## src/hdl/qst_pkg.sv

```systemverilog
// ----------------------------------------------------------------------------
// qst_pkg
// shared types and constants of the quaternion to scaled transform block
// ----------------------------------------------------------------------------
`default_nettype none
package qst_pkg;

  localparam int OUT_FRAC_BITS_DEF = 16;
  localparam int QUAT_W     = 16;
  localparam int ENTRY_W    = 32;
  localparam int SCALE_W    = 16;
  localparam int SCALE_FRAC = 8;
  localparam int N_W        = 33;
  localparam int NUM_W      = 35;
  localparam int N_LANES    = 9;
  localparam int FIFO_DEPTH = 2;
  localparam int CFG_IDX_W  = 2;
  localparam int CFG_W      = 32;

  localparam logic [CFG_IDX_W-1:0] REG_SCALE = 2'd0;
  localparam logic [CFG_IDX_W-1:0] REG_PAN_X = 2'd1;
  localparam logic [CFG_IDX_W-1:0] REG_PAN_Y = 2'd2;

  localparam logic [SCALE_W-1:0] SCALE_RESET = 16'd256;

  typedef struct packed {
    logic signed [QUAT_W-1:0] quat_x;
    logic signed [QUAT_W-1:0] quat_y;
    logic signed [QUAT_W-1:0] quat_z;
    logic signed [QUAT_W-1:0] quat_w;
  } in_item_t;

  typedef struct packed {
    logic [1:0]                row_index;
    logic                      last_row;
    logic signed [ENTRY_W-1:0] entry0;
    logic signed [ENTRY_W-1:0] entry1;
    logic signed [ENTRY_W-1:0] entry2;
    logic signed [ENTRY_W-1:0] entry3;
  } out_item_t;

  // one classified request: norm and the nine signed numerators
  typedef struct packed {
    logic [N_W-1:0]                  n;
    logic [N_LANES-1:0][NUM_W-1:0]   num;
  } work_t;

  typedef struct packed {
    logic full;
    logic empty;
  } fifo_stat_t;

endpackage
`default_nettype wire

```

## src/hdl/qst_fifo.sv

```systemverilog
// ----------------------------------------------------------------------------
// qst_fifo
// short request queue between the front and the back
// ----------------------------------------------------------------------------
`default_nettype none
module qst_fifo (
  input  wire logic                clk,
  input  wire logic                rst_n,
  input  wire logic                push,
  input  wire qst_pkg::work_t      wr_data,
  input  wire logic                pop,
  output qst_pkg::work_t           rd_data,
  output qst_pkg::fifo_stat_t      stat
);

  localparam int D  = qst_pkg::FIFO_DEPTH;
  localparam int AW = (D > 1) ? $clog2(D) : 1;
  localparam int CW = $clog2(D + 1);

  qst_pkg::work_t mem_r [D];
  logic [AW-1:0] wr_ptr_r, wr_ptr_nxt, rd_ptr_r, rd_ptr_nxt;
  logic [CW-1:0] cnt_r, cnt_nxt;
  logic do_push, do_pop;

  assign stat.full  = (cnt_r == CW'(D));
  assign stat.empty = (cnt_r == '0);
  assign do_push    = push && !stat.full;
  assign do_pop     = pop && !stat.empty;
  assign rd_data    = mem_r[rd_ptr_r];

  always_comb begin
    wr_ptr_nxt = wr_ptr_r;
    rd_ptr_nxt = rd_ptr_r;
    cnt_nxt    = cnt_r;
    if (do_push) begin
      wr_ptr_nxt = (wr_ptr_r == AW'(D - 1)) ? '0 : wr_ptr_r + 1'b1;
    end
    if (do_pop) begin
      rd_ptr_nxt = (rd_ptr_r == AW'(D - 1)) ? '0 : rd_ptr_r + 1'b1;
    end
    if (do_push && !do_pop) begin
      cnt_nxt = cnt_r + 1'b1;
    end else if (do_pop && !do_push) begin
      cnt_nxt = cnt_r - 1'b1;
    end
  end

  always_ff @(posedge clk) begin
    if (!rst_n) begin
      wr_ptr_r <= '0;
      rd_ptr_r <= '0;
      cnt_r    <= '0;
    end else begin
      wr_ptr_r <= wr_ptr_nxt;
      rd_ptr_r <= rd_ptr_nxt;
      cnt_r    <= cnt_nxt;
    end
  end

  always_ff @(posedge clk) begin
    if (do_push) begin
      mem_r[wr_ptr_r] <= wr_data;
    end
  end

endmodule
`default_nettype wire

```

## config.mk

```make
export PLATFORM = sky130hd
export DESIGN_NAME = qst_fifo
export DESIGN_NICKNAME = d
export VERILOG_FILES = /design/src/hdl/qst_pkg.sv /design/src/hdl/qst_fifo.sv
export SDC_FILE = /design/constraint.sdc
export NUM_CORES = 1
export LEC_CHECK = 0
export ABC_AREA = 1
export ABC_CLOCK_PERIOD_IN_PS = 22500
export BUFFER_PORTS_ARGS = -buffer_cell sky130_fd_sc_hd__buf_2
export CAP_MARGIN = 20
export CELL_PAD_IN_SITES_DETAIL_PLACEMENT = 0
export CELL_PAD_IN_SITES_GLOBAL_PLACEMENT = 2
export CORE_MARGIN = 5
export CORE_UTILIZATION = 39
export CTS_CLUSTER_SIZE = 10
export DETAILED_ROUTE_END_ITERATION = 10
export PLACE_DENSITY = 0.79
export SLEW_MARGIN = 20
export SYNTH_ARGS = -nofsm -noshare
export SYNTH_HDL_FRONTEND = slang
export SYNTH_SLANG_ARGS = --single-unit
```

## constraint.sdc

```tcl
create_clock -name clk -period 22.5 [get_ports clk]
set_input_delay 2.25 -clock clk [delete_from_list [all_inputs] [get_ports clk]]
set_output_delay 2.25 -clock clk [all_outputs]
set_load 0.01 [all_outputs]
```

======== After elaboration in Yosys (flattened, before gate mapping) ========
Memories as Yosys holds them, arrays and structs flattened. A register that Yosys moved wholly into a read port is not among the register bits.
Cells that the tools add are included.
storage, ports and cells
  register bits ........................... 4
  RAM bits ................................ 696
  input bits .............................. 352
  output and inout port bits .............. 350
  memories ................................ 1
cells by class
  $add $sub $neg .......................... 4
  equality and inequality tests ........... 1
  muxes and demuxes ....................... 8
  reductions and logical operators ........ 10
memory list
  memory  depth  bits a word  read ports  clocked after memory_dff  write ports  RTL line        text
  mem_r   2      348          1           1                         1            qst_fifo.sv:20  qst_pkg::work_t mem_r [D];
operator list
  kind                                              count
  two-way mux 1 bit                                 6
  logical AND 1 bit                                 4
  zero test 1 bit                                   4
  two-way mux 2 bit                                 2
  adder 1 bit, second input constant                2
  adder 2 x 1 -> 2 bit, second input constant       1
  equality test 2 bit, second input constant        1
  zero test 2 bit                                   1
  nonzero test 2 bit                                1
  subtractor 2 x 1 -> 2 bit, second input constant  1

======== Longest topological paths before layout ========
Gate-level depths: netlist of run 1.
  depth in word-level cells ............... 7
  gate-level depth with buffers ........... 10

======== Worst setup path after synthesis of run 1 ========
Ideal clock, no wire load.
  path type ............................... input port to flip-flop
  start point ............................. input port push
  end point ............................... memory mem_r[0][0] in the netlist's numbering, enable pin
  arrival ................................. 16.805 ns
  setup slack ............................. 4.628 ns
  cell stages on the path ................. 2
  path buffers ............................ 0
  path through ............................ o21ai_0 > nor2_1
on the way
  word-level cells in the longest chain between the ends .. 3
RTL lines
  what                                     RTL line        text
  from (decl)                              qst_fifo.sv:9   input wire logic push,
  logical AND 1 bit                        qst_fifo.sv:27  assign do_push = push && !stat.full;
  two-way mux 1 bit                        qst_fifo.sv:61  if (do_push) begin
  two-way mux 1 bit (not written as such)  qst_fifo.sv:62  mem_r[wr_ptr_r] <= wr_data;
  to (decl)                                qst_fifo.sv:20
Every way passes these cells.

==> results.yml, run 1 <==
run_status:
  status: "complete, no violations"
setup_path:
  cp.required_ps: 20250
  worst-path-max-fanout: 53
  worst-path-stages: 6
  rr_startpoint: "cnt_r[0]"
  startpoint_type: "register"
  slowest_stage: "dfxtp_4"
  cp_num_buf_inv: 5
  cpLargestDelayFamily: "buffers and inverters"
  ff2ff_setup_slack_ps: 18740
  crit_chain: "buf_4 -> buf_4 -> buf_4 -> buf_4 -> mux2_4 -> buf_2"
  worst_path_most_repeated_cell: "buf_4"
  cp.arrival_ps: 5300
  crit_type: "register to output pin"
  rr_endpoint: "mem_r[1][191]"
  slowest_delay_ps: 940
  end_kind: "output pin"
  worstRegToRegCells: 5
yosys:
  synth-seq-cells: 701
  synth_nets: 1474
  synth_area_per_cell_sq_um: 23.80
  syn-instance-count: 1121
  ys_dominant_reg_cell: "edfxtp_1"
  synth_most_common_cell: "edfxtp_1"
  yosysUniqueCellTypes: 16
  synth_edf_count: 696
  ys.warnings.count: 0
  syn-cell-area_sq_mm: 0.02668
  synth_common_cells: "edfxtp_1, mux2_4, mux2_2"
  synth_top_area_frac: 0.7835
  synth_area_leaders: "edfxtp_1, mux2_4, mux2_2"
  synthArstFlopShare: 0
  synth_top_area_cell: "edfxtp_1"
  ys_seq_area_frac: 0.7872
sta:
  final.setup.tns_ps: 0
  drv_slew: 0
  clock_skew_ps: 25.35
  rsz0062_at_grt: "no"
  fin_crit_sh: 0.3354
  worst_pin_slew_ps: 1222
  relSlewSlack: 0.1856
  fmaxAchievable_ghz: 0.1325
  period_needed_ps: 7547
  hold_viol_final: 0
  setup_viol: 0
detailed_routing:
  via_per_inst: 4.698
  routed_wl_microns: 62770
  drt_iter0_drc: 793
  dr.pass1.iters: 4
  drc_errors: 0
  drtAntennaViolNets: 0
  routedWlPerCell_microns: 22.49
  vias: 13110
pwr:
  pwr-share-clk: 0.303
  fin_total_pwr_uw: 3748
  ir_drop_v: 0.00008340
  sw_frac_of_total: 0.2679
  switchingPower_uw: 1004
  powerDensity_mw_per_mm2: 112.7
  share_comb_of_total_power: 0.241
  p_leak_uw: 0.01291
  pwr-share-seq: 0.456
  intPower_uw: 2744
place:
  port_buffers: 701
  place_hpwl_microns: 44650
  routabilityCongestion: 0.8024
grt:
  grt_antenna_before_repair: 26
  grt_start_max_net_pins: 172
  grt_pass1_wl_microns: 90020
  grtUsageTotal: 0.1627
  gr-total-overflow: 0
  grt_pass1_vias: 14020
cts:
  clk_path_buf_depth: 3
  cts-resized-gates: 0
  clkSlewWorstSetupHoldPaths_ps: 50
  cts_buffers: 81
  post_cts_buffers: 0
  insertion_delay_ps: 610
  cts_root_buffer: "clkbuf_16"
  ctsHoldBuffers: 0
  htreeDepth: 3
  cts_tree: "yes"
  cts_sinks: 701
floorplan:
  core-area_sq_mm: 0.06751
  die_x_microns: 271.5
  ios: 702
  die_area_sq_mm: 0.07373
  die_h_microns: 271.5
  initial_core_util: 0.3951
  rows: 95
layout:
  drive_above_1_share: 0.6076
  final_nets: 2233
  syn_to_final_growth_pct: 24.69
  final_util: 0.4927
min_path:
  worstHoldStart: "rd_ptr_r"
  min_path_cells: 2
  hp-class: "register to register"
flow_run:
  maxCapViolations: 0
[layer usage]
metal  vias up  GRT usage  wire length (microns)
met5         -          0                    102
met4        18    0.05538                   1494
met3        95    0.06950                   6046
met2       478     0.2898                  33150
met1      6545     0.1741                  21980
li1       5976          -                      -
[layout by cell type, fill, tap and decap left out]
cell type and instances:
buf_2 701, edfxtp_1 696, mux2_4 301, clkbuf_16 82
mux2_2 47, diode_2 17, clkbuf_1 12, inv_1 9
nor2_1 9, buf_4 9, nand2_1 6, dfxtp_1 4
buf_12 4, o21ai_0 3, clkinv_1 3, nor2_4 2
inv_6 2, inv_16 2, clkinv_16 2, a21oi_1 1
nand3_1 1, nand4_1 1, ha_1 1, dfxtp_4 1
clkinv_4 1, buf_16 1
[worst min-delay path, delay by kind of cell (launching register included)]
kind	cells	cell delay [ps]
flip-flops	1	330
AND/OR/NAND/NOR	2	140
[state kept, by name, summed over array words and instances, names as in the netlist, named ones only]
register	count
mem_r	696
cnt_r	2
rd_ptr_r	1
wr_ptr_r	1
[power by group through the flow]
stage	Combinational [uW]	Sequential, uW	Clock [uW]
2_1_floorplan	612	1830	0
3_3_place_gp	910	1730	0
3_5_place_dp	919	1740	0
4_1_cts	922	1710	1180
5_1_grt	959	1730	1230
6_report	904	1710	1130
[per-stage QoR]
step / std cells / instance area, sq um / worst slack (ps) / hold WS, ps
finish: 2791 / 33260 / 14950 / 510.8
global route: 2782 / 33240 / 14610 / 538.1
CTS: 2773 / 33190 / 14820 / 509.6
detailed placement: 2669 / 30960 / 15510 / 488.8
global placement: 2668 / 30940 / 15270 / 483.6
floorplan: 1121 / 26680 / 4628 / 466.9
[cells by family (layout without fill, tap and decap cells)]
| logic type | Yosys count | in the layout | synth area share |
|---|---|---|---|
| AOI/OAI and AO/OA | 4 | 4 | 0.0007501 |
| and+or+nand+nor | 19 | 19 | 0.002814 |
| DFF | 701 | 701 | 0.7872 |
| buffers and inverters | 48 | 828 | 0.01947 |
| adders and majority gates | 1 | 1 | 0.0004690 |
| muxes | 348 | 348 | 0.1893 |
| other | 0 | 17 | 0 |
[final cells by class]
cell class | instances | area [sq um]
clock inverter | 10 | 137.6
antenna | 17 | 42.54
inverter | 9 | 33.78
tap | 873 | 1092
sequential | 701 | 21000
fill | 5631 | 34250
clock buffer | 94 | 2097
multi-input combinational | 372 | 5171
timing repair buffer | 715 | 3684
[worst max-delay path by stage]
| stage | start | end | slack [ps] |
|---|---|---|---|
| floorplan | push | mem_r[0][0] | 4630 |
| global placement | register | rd_data[193] | 15270 |
| detailed placement | register | rd_data[74] | 15510 |
| CTS | register | rd_data[74] | 14820 |
| global route | register | rd_data[169] | 14610 |
| finish | register | rd_data[169] | 14950 |
Power figures use the tool's default switching activity.
==> inputs of run 2 (changes only) <==
ABC_AREA = 0   (was 1)
ABC_CLOCK_PERIOD_IN_PS = 6600   (was 22500)
CORE_ASPECT_RATIO = 1.75   (was not set)
CORE_UTILIZATION = 35   (was 39)
PLACE_DENSITY = 0.75   (was 0.79)
clock period = 6.6 ns   (was 22.5 ns; I/O delays follow)
==> run 2 against run 1 <==
Net effect:
- worst setup slack worse by 12000 ps
- utilization fell by 5.2 points
- clock power grew to 3.5 times the previous value
- cell area rose by 0.68%
- clock-buffer cell count increased by 2
- synthesized cell count shrank 1.2%
- synthesized area barely moved
- non-clock buffer count is 1 lower
==> results.yml, run 2 <==
setup_path:
  cp.arrival_ps: 3150
  crit_type: "register to output pin"
  startpoint_type: "register"
  worst-path-max-fanout: 130
  cp.required_ps: 5940
  crit_chain: "buf_12 -> mux2_2 -> buf_2"
  worstSetupEndpoint: "rd_data[336]"
  slowest_stage: "dfxtp_4"
  ff2ff_setup_slack_ps: 3820
  slowest_delay_ps: 920
  end_kind: "output pin"
  rr_endpoint: "mem_r[0][182]"
  rr_startpoint: "cnt_r[0]"
  worstRegToRegCells: 5
cts:
  post_cts_buffers: 0
  ctsHoldBuffers: 0
  cts_buffers: 81
  cts_sinks: 701
  cts-resized-gates: 0
  insertion_delay_ps: 640
  cts_root_buffer: "clkbuf_16"
  clk_path_buf_depth: 3
  cts_tree: "yes"
  htreeDepth: 3
  clkSlewWorstSetupHoldPaths_ps: 50
yosys:
  yosysUniqueCellTypes: 23
  synth_area_per_cell_sq_um: 24.10
  synthArstFlopShare: 0
  syn-cell-area_sq_mm: 0.02670
  synth_area_leaders: "edfxtp_1, mux2_4, mux2_2"
  synth_top_area_frac: 0.7828
  synth_common_cells: "edfxtp_1, mux2_4, mux2_2"
  ys.warnings.count: 0
  synth_nets: 1461
  ys_seq_area_frac: 0.7865
  ys_dominant_reg_cell: "edfxtp_1"
  synth-seq-cells: 701
  synth_most_common_cell: "edfxtp_1"
  synth_top_area_cell: "edfxtp_1"
  synth_edf_count: 696
  syn-instance-count: 1108
layout:
  n_fill_cell: 6638
  largest_register_ff_count: 696
  final_util: 0.4409
  drive_above_1_share: 0.6125
  reg_top3: "mem_r: 696 flops, cnt_r: 2 flops"
  final_cell_mix: "buf_2, edfxtp_1, mux2_4"
  mostFrequentLayoutCell: "buf_2"
  final_nets: 2219
  top_register: "mem_r"
  multiInputGateArea_sq_mm: 0.005186
  syn_to_final_growth_pct: 25.43
  seqCellArea_sq_mm: 0.02100
pwr:
  intPower_uw: 9598
  switchingPower_uw: 3658
  pwr-share-seq: 0.437
  pwr-share-clk: 0.299
  p_leak_uw: 0.01287
  share_comb_of_total_power: 0.264
  sw_frac_of_total: 0.2759
  fin_total_pwr_uw: 13260
  powerDensity_mw_per_mm2: 395.8
  ir_drop_v: 0.0002737
detailed_routing:
  drtAntennaViolNets: 0
  vias: 13230
  routedWlPerCell_microns: 21.96
  drt_iter0_drc: 671
  dr.pass1.iters: 4
  via_per_inst: 4.519
  drc_errors: 0
  routed_wl_microns: 64270
grt:
  grt_start_max_net_pins: 131
  use_met1: 0.1574
  gr-total-overflow: 0
  met2_usage: 0.2560
  grt_pass1_vias: 14490
  grt_antenna_before_repair: 34
  grt_pass1_wl_microns: 92130
  grtUsageTotal: 0.1503
  top_usage_layer: "met2"
  use_met3: 0.07814
sta:
  fin_crit_sh: 0.5775
  final.setup.tns_ps: 0
  hold_viol_final: 0
  worst_pin_slew_ps: 1116
  rsz0062_at_grt: "no"
  setup_viol: 0
  clock_skew_ps: 28.23
  period_needed_ps: 3811
  relSlewSlack: 0.2558
  drv_slew: 0
  fmaxAchievable_ghz: 0.2624
floorplan:
  core-area_sq_mm: 0.07595
  die_area_sq_mm: 0.08213
  initial_core_util: 0.3516
  rows: 134
  die_x_microns: 218.8
  die_h_microns: 375.4
  ios: 702
min_path:
  hp-class: "primary input to register"
flow_run:
  maxCapViolations: 0
place:
  place_hpwl_microns: 45160
  routabilityCongestion: 0.7829
  port_buffers: 701
run_status:
  status: "complete, no violations"
[run 2: cell count changes in the layout (fill, tap and decap cells not counted), moves of 3 or more]
cell and change:
inv_1 -8, nor2_1 -7, nand2_1 -6, and2_1 +3
[run 2: layout make-up]
class / count / share of cell area
flip-flops and latches: 701 / 0.6272
multi-input cells: 366 / 0.1549
repair buffers: 714 / 0.1099
clock buffers: 96 / 0.06284
well taps: 1020 / 0.03811
clock inverters: 10 / 0.005156
diodes: 18 / 0.001345
inverters: 2 / 0.0005978
[run 2: worst min-delay path by stage]
| stage | slack (ps) | cells after the start | startpoint | end |
|---|---|---|---|---|
| final | 200 | 1 | wr_data[316] | mem_r[0][316] |
| after detailed placement | 530 | 2 | cnt_r[1] | cnt_r[1] |
| after global placement | 500 | 2 | cnt_r[1] | cnt_r[1] |
| after global routing | 150 | 1 | wr_data[247] | mem_r[0][247] |
| after floorplan | 480 | 2 | cnt_r[1] | cnt_r[1] |
| after CTS | 130 | 1 | wr_data[316] | mem_r[0][316] |
[run 2: power by group through the flow]
stage	logic, uW	registers (uW)	clock network, uW
after floorplan	2440	5940	0
after global placement	3550	5860	0
after detailed placement	3560	5890	0
after CTS	3570	5800	4130
after global routing	3730	5840	4290
final	3500	5790	3960
[run 2: cells by family after synthesis]
group / synth area share
AND/OR/NAND/NOR: 0.002062
buffers and inverters: 0.01968
adder cells (fa/ha/maj): 0.0004685
flip-flops: 0.7865
AO/OA/AOI/OAI: 0.001218
XOR/XNOR: 0.0009842
multiplexers: 0.1891
[run 2: metal layers]
metal  up-vias  wire length (microns)
met2       611                  32350
met3       130                   8183
met5         -                    231
li1       5945                      -
met1      6507                  21770
met4        34                   1729
[run 2: through the flow]
step	instances	hold slack, ps	setup WS (ps)	area, sq um
after floorplan	1108	483.3	-2792	26720
after global placement	2802	501.3	3503	31150
after detailed placement	2802	527.6	3458	31150
after CTS	2908	126.0	2729	33420
after global routing	2916	152.8	2660	33460
final	2927	203.6	2789	33490
[run 2: worst max-delay path, delay by kind of cell (launching register included)]
kind	cells	cell delay (ps)
buffers and inverters	2	750
DFF	1	920
muxes	1	420
